===== config.mk =====
export PLATFORM = sky130hd
export DESIGN_NAME = caesar_key_search
export DESIGN_NICKNAME = d
export VERILOG_FILES = /design/src/sv/ckey_pkg.sv /design/src/sv/ckey_lane.sv /design/src/sv/ckey_score_cell.sv /design/src/sv/ckey_fifo.sv /design/src/sv/caesar_key_search.sv
export SDC_FILE = /design/constraint.sdc
export NUM_CORES = 2
export LEC_CHECK = 0
export CAP_MARGIN = 20
export CORE_MARGIN = 2
export CORE_UTILIZATION = 55
export DETAILED_ROUTE_END_ITERATION = 7
export DONT_BUFFER_PORTS = 1
export HOLD_SLACK_MARGIN = 0.02
export MAX_ROUTING_LAYER = met4
export PLACE_DENSITY = 0.73
export SLEW_MARGIN = 20
export SYNTH_ARGS = -nofsm -noshare
export SYNTH_HDL_FRONTEND = slang
export SYNTH_HIERARCHICAL = 1
export SYNTH_SLANG_ARGS = --single-unit

===== constraint.sdc =====
create_clock -name clk_i -period 4.8 [get_ports clk_i]
set_input_delay 1.2 -clock clk_i [delete_from_list [all_inputs] [get_ports clk_i]]
set_output_delay 1.2 -clock clk_i [all_outputs]
set_load 0.01 [all_outputs]

===== src/sv/ckey_pkg.sv =====
// Shared types, constants and helper functions for the Caesar key search.
// Used by every module of the block; depends on nothing else.
package ckey_pkg;

  // Number of bytes kept behind the current one for word matching.
  localparam int unsigned HistDepth  = 4;
  localparam int unsigned WordTotal  = 6;
  localparam int unsigned WordMaxLen = 5;
  localparam int unsigned CountW     = 16;
  localparam int unsigned KeyW       = 5;
  localparam int unsigned ScoreW     = 17;
  localparam int unsigned PopW       = 3;
  localparam logic [7:0]  AlphaSize  = 8'd26;

  // Dictionary words, padded with zero bytes, and their lengths.
  localparam logic [7:0] WordChars [WordTotal][WordMaxLen] = '{
    '{"t", "h", "e", 8'h00, 8'h00},
    '{"a", "n", "d", 8'h00, 8'h00},
    '{"t", "h", "i", "s", 8'h00},
    '{"h", "e", "l", "l", "o"},
    '{"y", "o", "u", 8'h00, 8'h00},
    '{"q", "u", "e", "e", "n"}
  };
  localparam int unsigned WordLen [WordTotal] = '{3, 3, 4, 5, 3, 5};

  typedef logic [HistDepth-1:0][7:0] hist_t;
  typedef logic [WordTotal-1:0]      word_mask_t;

  // Partial result that travels down the scoring chain.
  typedef struct packed {
    logic [CountW-1:0] count;
    logic [KeyW-1:0]   best_key;
    logic [PopW-1:0]   best_pop;
  } sc_tok_t;

  // Final result word.
  typedef struct packed {
    logic [KeyW-1:0]   best_key;
    logic [ScoreW-1:0] best_score;
  } res_t;

  function automatic logic is_upper(input logic [7:0] b);
    return (b >= "A") && (b <= "Z");
  endfunction

  function automatic logic is_lower(input logic [7:0] b);
    return (b >= "a") && (b <= "z");
  endfunction

  // Shift a letter back by key within the alphabet and fold it to lower case.
  function automatic logic [7:0] shift_back(input logic [7:0] b, input logic [KeyW-1:0] key);
    logic [5:0] idx;
    logic [5:0] t;
    idx = '0;
    if (is_upper(b)) begin
      idx = 6'(b - 8'h41);
    end else if (is_lower(b)) begin
      idx = 6'(b - 8'h61);
    end
    t = idx + 6'(AlphaSize) - {1'b0, key};
    if (t >= 6'(AlphaSize)) begin
      t = t - 6'(AlphaSize);
    end
    if (is_upper(b) || is_lower(b)) begin
      return 8'h61 + {2'b00, t};
    end
    return b;
  endfunction

  // Which dictionary words end at the current decrypted byte.
  function automatic word_mask_t word_hits(input logic [7:0] cur, input hist_t hist);
    word_mask_t hits;
    logic       hit;
    logic [7:0] src;
    hits = '0;
    for (int w = 0; w < WordTotal; w++) begin
      hit = 1'b1;
      for (int p = 0; p < WordMaxLen; p++) begin
        if (p < WordLen[w]) begin
          if (p == WordLen[w] - 1) begin
            src = cur;
          end else begin
            src = hist[2'(WordLen[w] - 2 - p)];
          end
          if (src != WordChars[w][p]) begin
            hit = 1'b0;
          end
        end
      end
      hits[w] = hit;
    end
    return hits;
  endfunction

endpackage


===== src/sv/ckey_lane.sv =====
// One key lane: decrypts the byte stream under a fixed key and records found words.
// Depends on ckey_pkg.
module ckey_lane #(
  parameter int unsigned KEY = 1
) (
  input  logic                     clk_i,
  input  logic                     rst_ni,
  input  logic                     accept_i,
  input  logic [7:0]               byte_i,
  input  logic                     last_i,
  output logic [ckey_pkg::PopW-1:0] pop_o
);
  import ckey_pkg::*;

  hist_t      dec_hist_q, dec_hist_d;
  word_mask_t found_q, found_d;
  logic [7:0] dec_cur;
  word_mask_t found_all;

  // Decrypt the incoming byte and match words against the decrypted history.
  always_comb begin
    dec_cur   = shift_back(byte_i, KeyW'(KEY));
    found_all = found_q | word_hits(dec_cur, dec_hist_q);
    pop_o     = PopW'($countones(found_all));
  end

  // The lane state clears after the last byte of a message.
  always_comb begin
    dec_hist_d = dec_hist_q;
    found_d    = found_q;
    if (accept_i) begin
      if (last_i) begin
        dec_hist_d = '0;
        found_d    = '0;
      end else begin
        dec_hist_d = {dec_hist_q[HistDepth-2:0], dec_cur};
        found_d    = found_all;
      end
    end
  end

  always_ff @(posedge clk_i or negedge rst_ni) begin
    if (!rst_ni) begin
      dec_hist_q <= '0;
      found_q    <= '0;
    end else begin
      dec_hist_q <= dec_hist_d;
      found_q    <= found_d;
    end
  end

endmodule


===== src/sv/ckey_score_cell.sv =====
// One stage of the scoring chain: compares one key's word count with the best so far.
// Depends on ckey_pkg.
module ckey_score_cell #(
  parameter int unsigned KEY_COUNT = 25,
  parameter int unsigned CELL_IDX  = 0
) (
  input  logic                                     clk_i,
  input  logic                                     rst_ni,
  input  logic                                     valid_i,
  input  ckey_pkg::sc_tok_t                        tok_i,
  input  logic [KEY_COUNT-1:0][ckey_pkg::PopW-1:0] pops_i,
  output logic                                     valid_o,
  output ckey_pkg::sc_tok_t                        tok_o,
  output logic [KEY_COUNT-1:0][ckey_pkg::PopW-1:0] pops_o
);
  import ckey_pkg::*;

  logic                           valid_q;
  sc_tok_t                        tok_q, tok_d;
  logic [KEY_COUNT-1:0][PopW-1:0] pops_q;

  // A strictly greater count takes over, so ties keep the lower key.
  always_comb begin
    tok_d = tok_i;
    if (pops_i[CELL_IDX] > tok_i.best_pop) begin
      tok_d.best_pop = pops_i[CELL_IDX];
      tok_d.best_key = KeyW'(CELL_IDX + 1);
    end
  end

  always_ff @(posedge clk_i or negedge rst_ni) begin
    if (!rst_ni) begin
      valid_q <= 1'b0;
    end else begin
      valid_q <= valid_i;
    end
  end

  always_ff @(posedge clk_i) begin
    tok_q  <= tok_d;
    pops_q <= pops_i;
  end

  assign valid_o = valid_q;
  assign tok_o   = tok_q;
  assign pops_o  = pops_q;

endmodule


===== src/sv/ckey_fifo.sv =====
// Result queue with a registered output word in front of the receiver.
// Depends on ckey_pkg.
module ckey_fifo #(
  parameter int unsigned DEPTH = 32
) (
  input  logic           clk_i,
  input  logic           rst_ni,
  input  logic           push_i,
  input  ckey_pkg::res_t push_data_i,
  output logic           out_valid_o,
  input  logic           out_ready_i,
  output ckey_pkg::res_t out_data_o
);
  import ckey_pkg::*;

  localparam int unsigned AddrW = $clog2(DEPTH);
  localparam int unsigned CntW  = $clog2(DEPTH + 1);

  res_t             mem_q [DEPTH];
  res_t             out_q;
  logic             out_vld_q, out_vld_d;
  logic [AddrW-1:0] wr_ptr_q, rd_ptr_q;
  logic [CntW-1:0]  cnt_q, cnt_d;
  logic             pop;

  // Refill the output word whenever it is empty or being taken.
  assign pop = (cnt_q != '0) && (!out_vld_q || out_ready_i);

  always_comb begin
    cnt_d = cnt_q;
    if (push_i && !pop) begin
      cnt_d = cnt_q + CntW'(1);
    end else if (pop && !push_i) begin
      cnt_d = cnt_q - CntW'(1);
    end
    out_vld_d = out_vld_q;
    if (pop) begin
      out_vld_d = 1'b1;
    end else if (out_ready_i) begin
      out_vld_d = 1'b0;
    end
  end

  always_ff @(posedge clk_i or negedge rst_ni) begin
    if (!rst_ni) begin
      wr_ptr_q  <= '0;
      rd_ptr_q  <= '0;
      cnt_q     <= '0;
      out_vld_q <= 1'b0;
    end else begin
      cnt_q     <= cnt_d;
      out_vld_q <= out_vld_d;
      if (push_i) begin
        wr_ptr_q <= wr_ptr_q + AddrW'(1);
      end
      if (pop) begin
        rd_ptr_q <= rd_ptr_q + AddrW'(1);
      end
    end
  end

  // Storage array: one write port, one registered read port.
  always_ff @(posedge clk_i) begin
    if (push_i) begin
      mem_q[wr_ptr_q] <= push_data_i;
    end
    if (pop) begin
      out_q <= mem_q[rd_ptr_q];
    end
  end

  assign out_valid_o = out_vld_q;
  assign out_data_o  = out_q;

  fifo_no_overflow: assert property (@(posedge clk_i) disable iff (!rst_ni)
    push_i |-> (cnt_q != CntW'(DEPTH)) || pop)
    else $error("result queue written while full");

  fifo_no_phantom: assert property (@(posedge clk_i) disable iff (!rst_ni)
    pop |=> out_vld_q)
    else $error("output word not loaded after a queue read");

  fifo_cnt_step: assert property (@(posedge clk_i) disable iff (!rst_ni)
    (push_i && !pop) |=> cnt_q == $past(cnt_q) + CntW'(1))
    else $error("queue count did not follow a write");

endmodule


===== src/sv/caesar_key_search.sv =====
// Caesar key search top level: key lanes, scoring chain and result queue.
// Depends on ckey_pkg, ckey_lane, ckey_score_cell and ckey_fifo.
//
// Usage: ciphertext arrives one byte per word on the input channel
// (cipher_byte_i, last_i). Every key 1..KEY_COUNT has its own lane that
// decrypts the byte and updates which dictionary words it has seen. The word
// that carries last_i = 1 closes the message: its per-key word counts enter a
// chain of KEY_COUNT scoring cells, one key per cell, and the winner (lowest
// key on ties) leaves on the output channel as best_key_o and best_score_o.
// All message state clears on that word, so the next message may follow at
// once. One input word is accepted every cycle while in_ready_o is high. A
// result passes the scoring cells in order, the first loading at the
// accepting edge, then the queue write and the output register. Results
// wait in a queue when the receiver stalls; input stays open until the
// number of messages in flight or waiting equals the queue depth, which is
// chosen to cover the chain latency. Reset empties the chain and the queue
// and clears every lane and the letter count.
module caesar_key_search #(
  parameter int unsigned KEY_COUNT = 25
) (
  input  logic                          clk_i,
  input  logic                          rst_ni,
  input  logic                          in_valid_i,
  output logic                          in_ready_o,
  input  logic [7:0]                    cipher_byte_i,
  input  logic                          last_i,
  output logic                          out_valid_o,
  input  logic                          out_ready_i,
  output logic [ckey_pkg::KeyW-1:0]     best_key_o,
  output logic [ckey_pkg::ScoreW-1:0]   best_score_o
);
  import ckey_pkg::*;

  localparam int unsigned FifoDepth = 2 ** $clog2(KEY_COUNT + 4);
  localparam int unsigned OutW      = $clog2(FifoDepth + 1);

  logic                           in_fire, out_fire;
  logic [KEY_COUNT-1:0][PopW-1:0] lane_pop;
  logic [CountW-1:0]              count_q, count_d;
  logic                           is_ls;
  logic [OutW-1:0]                outst_q, outst_d;

  logic                           vld_c  [KEY_COUNT+1];
  sc_tok_t                        tok_c  [KEY_COUNT+1];
  logic [KEY_COUNT-1:0][PopW-1:0] pops_c [KEY_COUNT+1];

  sc_tok_t                        tail;
  res_t                           push_data;
  res_t                           out_data;

  assign in_fire    = in_valid_i && in_ready_o;
  assign out_fire   = out_valid_o && out_ready_i;
  assign in_ready_o = (outst_q != OutW'(FifoDepth));

  // Key lanes, one per candidate key.
  for (genvar k = 0; k < KEY_COUNT; k++) begin : g_lane
    ckey_lane #(
      .KEY (k + 1)
    ) u_lane (
      .clk_i    (clk_i),
      .rst_ni   (rst_ni),
      .accept_i (in_fire),
      .byte_i   (cipher_byte_i),
      .last_i   (last_i),
      .pop_o    (lane_pop[k])
    );
  end

  // Saturating count of letters and spaces, shared by all keys.
  always_comb begin
    is_ls   = is_upper(cipher_byte_i) || is_lower(cipher_byte_i) || (cipher_byte_i == " ");
    count_d = count_q;
    if (is_ls && (count_q != '1)) begin
      count_d = count_q + CountW'(1);
    end
  end

  // Messages in flight or waiting; limits intake to the queue depth.
  always_comb begin
    outst_d = outst_q;
    if ((in_fire && last_i) && !out_fire) begin
      outst_d = outst_q + OutW'(1);
    end else if (out_fire && !(in_fire && last_i)) begin
      outst_d = outst_q - OutW'(1);
    end
  end

  always_ff @(posedge clk_i or negedge rst_ni) begin
    if (!rst_ni) begin
      count_q <= '0;
      outst_q <= '0;
    end else begin
      outst_q <= outst_d;
      if (in_fire) begin
        count_q <= last_i ? '0 : count_d;
      end
    end
  end

  // Head of the scoring chain: key 1 with zero words is the starting best.
  assign vld_c[0]  = in_fire && last_i;
  assign tok_c[0]  = '{count: count_d, best_key: KeyW'(1), best_pop: '0};
  assign pops_c[0] = lane_pop;

  for (genvar k = 0; k < KEY_COUNT; k++) begin : g_cell
    ckey_score_cell #(
      .KEY_COUNT (KEY_COUNT),
      .CELL_IDX  (k)
    ) u_cell (
      .clk_i   (clk_i),
      .rst_ni  (rst_ni),
      .valid_i (vld_c[k]),
      .tok_i   (tok_c[k]),
      .pops_i  (pops_c[k]),
      .valid_o (vld_c[k+1]),
      .tok_o   (tok_c[k+1]),
      .pops_o  (pops_c[k+1])
    );
  end

  // Final score: ten points per word plus the letter and space count.
  always_comb begin
    tail                 = tok_c[KEY_COUNT];
    push_data.best_key   = tail.best_key;
    push_data.best_score = ScoreW'(tail.count)
                         + (ScoreW'(tail.best_pop) << 3)
                         + (ScoreW'(tail.best_pop) << 1);
  end

  ckey_fifo #(
    .DEPTH (FifoDepth)
  ) u_fifo (
    .clk_i       (clk_i),
    .rst_ni      (rst_ni),
    .push_i      (vld_c[KEY_COUNT]),
    .push_data_i (push_data),
    .out_valid_o (out_valid_o),
    .out_ready_i (out_ready_i),
    .out_data_o  (out_data)
  );

  assign best_key_o   = out_data.best_key;
  assign best_score_o = out_data.best_score;

  key_in_range: assert property (@(posedge clk_i) disable iff (!rst_ni)
    out_valid_o |-> (best_key_o >= KeyW'(1)) && (best_key_o <= KeyW'(KEY_COUNT)))
    else $error("result key outside the candidate range");

  result_has_message: assert property (@(posedge clk_i) disable iff (!rst_ni)
    out_valid_o |-> outst_q != '0)
    else $error("result shown with no message outstanding");

  chain_needs_message: assert property (@(posedge clk_i) disable iff (!rst_ni)
    vld_c[KEY_COUNT] |-> outst_q != '0)
    else $error("scoring chain produced a result with no message outstanding");

endmodule


==> summary.md <==
| Metric | Value |
|---|---|
| PD cells | 419 nW/um2 |
| WL final | ~350,000 um |
| First-pass GRT wire length | roughly 560,000 um |
| # IOs | 37 |
| Tot GR Track Use | 0.275 |
| Synth Warn # | 6 |
| H-tree Lvls | 5 |
| CTS Buffer Depth | 4 |
| Run status | finished with violations |
| Vias per cell | 5.82 |
| FF-to-FF path depth | 16 |
| Worst slack, placed | -3.13 ns |
| Nets | roughly 15,000 |
| Hold Slack | 0.170 ns |
| Worst EP required | 5.61 ns |
| DR WL/cell | 19.7 um |
| Clk sinks | ~3,200 |
| Share of layout cells above drive strength 1 | 0.279 |
| Largest net degree at the start of global routing | 688 |
| CP Capture Type | flop |
| Final worst path period share | 1.53 |
| Final weighted congestion in routability-driven placement | 0.897 |
| Clock Skew | 0.0987 ns |
| Setup-failing EPs final | 224 |
| Worst-Margin Slew | 1.47 ns |
| Syn avg cell area | 11.2 um2 |
| Minimum clock period | 7.33 ns |
| CP max stage delay | 0.51 ns |
| Vias in the first global route | 107,000 |
| Violated checks | negative setup slack |
| Worst vdd ir | 410 uV |
| CTS tree | yes |
| Slowest-stage cell, CP | and2_4 |
| Maximum net fanout on the critical path | 347 |
| Syn-to-layout area delta | 24.2% |
| Most used cell along the critical path | fa_1 |
| Pins over their slew limit | 0 |
| Overall die width | 508 um |
| Worst hold-check path type | input pin to asynchronous set/reset pin |
| Static leakage | 69.8 nW |
| Initial core utilization | 0.552 |
| TritonCTS Buffers | 332 |
| Initial antenna violation count | 4 |
| Initial DRC count | 8,228 |
| Mapped Area | 140,000 um2 |
| DRC Markers | 0 |
| RSZ-0062 raised after global routing | yes |
| Via Count | 104,000 |
| Post-DP HPWL | 214,000 um |
| Startpoint types | input pin |
| Rel. slew slack | 0.0207 |
| Hold Vio Cnt, Final | 0 |
| Die Ht | 508 um |
| Core box area | 253,000 um2 |
| Worst-path clk slew | 0.06 ns |
| Cells after Synth | 12,500 |
| R2r setup slk | 0.08 ns |
| Clock Latency Late Sink | 0.97 ns |
| PnR worst setup slack | -2.53 ns |
| Die footprint | 258,000 um2 |
| Remaining antenna violation count after routing | 0 |
| Grt ovf | 0 |
| Critical Path AT | 8.14 ns |
| Design Power | 72.8 mW |
| Max-cap check violation count | 0 |
| # rows | ~190 |
| Critical path class | input pin to flop |
| DR pass1 iterations | 6 |
| Max Clk Rate | 0.136 GHz |
| I/O Buffers | 0 |
| Root Buffer | clkbuf_16 |
[final timing paths]
| check | from | endpoint |
|---|---|---|
| worst max-delay path | cipher_byte_i[3] | g_cell[0].u_cell/tok_o[0]$_DFF_P_ |
| max in group asynchronous | rst_ni | g_lane[8].u_lane/dec_hist_q[29]$_DFFE_PN0P_ |
| worst max register to register | g_lane[0].u_lane/dec_hist_q[4]$_DFFE_PN0P_ | g_cell[0].u_cell/tok_o[0]$_DFF_P_ |
| worst min register to register | g_cell[6].u_cell/pops_o[70]$_DFF_P_ | g_cell[7].u_cell/pops_o[70]$_DFF_P_ |
| worst min-delay path | rst_ni | g_lane[0].u_lane/dec_hist_q[7]$_DFFE_PN0P_ |
| min in group clk_i | g_cell[6].u_cell/pops_o[70]$_DFF_P_ | g_cell[7].u_cell/pops_o[70]$_DFF_P_ |
[through the flow]
stage          cells  TNS [ns]   util  area, um2
3_3_place_gp   17000   -244.01  0.624     158000
6_report       17900   -169.68  0.685     174000
3_5_place_dp   17000   -287.37  0.624     158000
5_1_grt        17900   -141.01  0.685     174000
4_1_cts        17800    -81.81  0.677     172000
2_1_floorplan  12500   -199.93      -     144000
[power breakdown]
part	leakage, nW	internal (mW)	switching, mW
combinational	31.8	6.01	8.02
clock	5.35	15.1	10.6
sequential	32.7	31.1	1.89
[flip-flops by register name, indices dropped and copies added (netlist names)]
| signal | flops |
|---|---|
| g_cell.u_cell/pops_o | 900 |
| u_fifo/mem_q | 704 |
| u_fifo/cnt_q | 6 |
| count_q | 16 |
| g_lane.u_lane/dec_hist_q | 800 |
| g_lane.u_lane/found_q | 150 |
| outst_q | 6 |
| u_fifo/out_valid_o | 1 |
| u_fifo/wr_ptr_q | 5 |
| g_cell.u_cell/valid_o | 25 |
| g_cell.u_cell/tok_o | 600 |
| u_fifo/out_data_o | 22 |
| u_fifo/rd_ptr_q | 5 |
[critical path: cells and delay by family]
kind	cells	cell delay (ns)
compound gates	10	1.84
xor+xnor	2	0.33
fa+ha+maj	7	2.34
buf+inv	1	0.04
mux	1	0.32
simple gates	8	1.43
[what timing repair did]
item / 4_1_cts / 5_1_grt
buffers inserted: 198 / 74
gates cloned: 0 / 0
gates resized for setup: 257 / 255
setup endpoints to repair: 102 / 227
pin swaps: 226 / 211
hold endpoints to repair: 1 / 0
hold buffers: 1 / 0
[layout make-up]
class / count / area, um2
Antenna cell: 3 / 7.51
Clock buffer: 440 / 9320
Clock inverter: 146 / 1580
Fill cell: 17800 / 79800
Inverter: 1104 / 4730
Multi-Input combinational cell: 7570 / 61100
Sequential cell: 3240 / 77200
Tap cell: 3366 / 4210
Timing Repair Buffer: 1983 / 15500
[per-layer routing]
layer  routed length, um  track usage  vias to the layer above  part of all wire
met1              145000        0.339                    51500              0.41
met5                   0            -                        -                 0
met3               16400       0.0311                      671             0.047
met2              180000        0.475                     3024              0.51
li1                    -            -                    48800                 -
met4                9440       0.0817                        0             0.027
[cells in the final DEF, fill, tap and decap left out, types with 149 or more instances in the layout]
master        n
nor2_1      478
inv_1       978
ha_1        162
dfxtp_1    1498
mux2i_1     226
a21oi_1     248
nand2b_1    149
nand2_1     592
o21ai_0     722
buf_4      1906
nand3b_1    360
or3_1       186
clkbuf_16   345
nor4_1      158
nor3_1      216
edfxtp_1    726
nand3_1     323
and2_1      150
dfrtp_1    1012
nand4_1     231
Note: power is estimated with default switching activity, not from simulation.
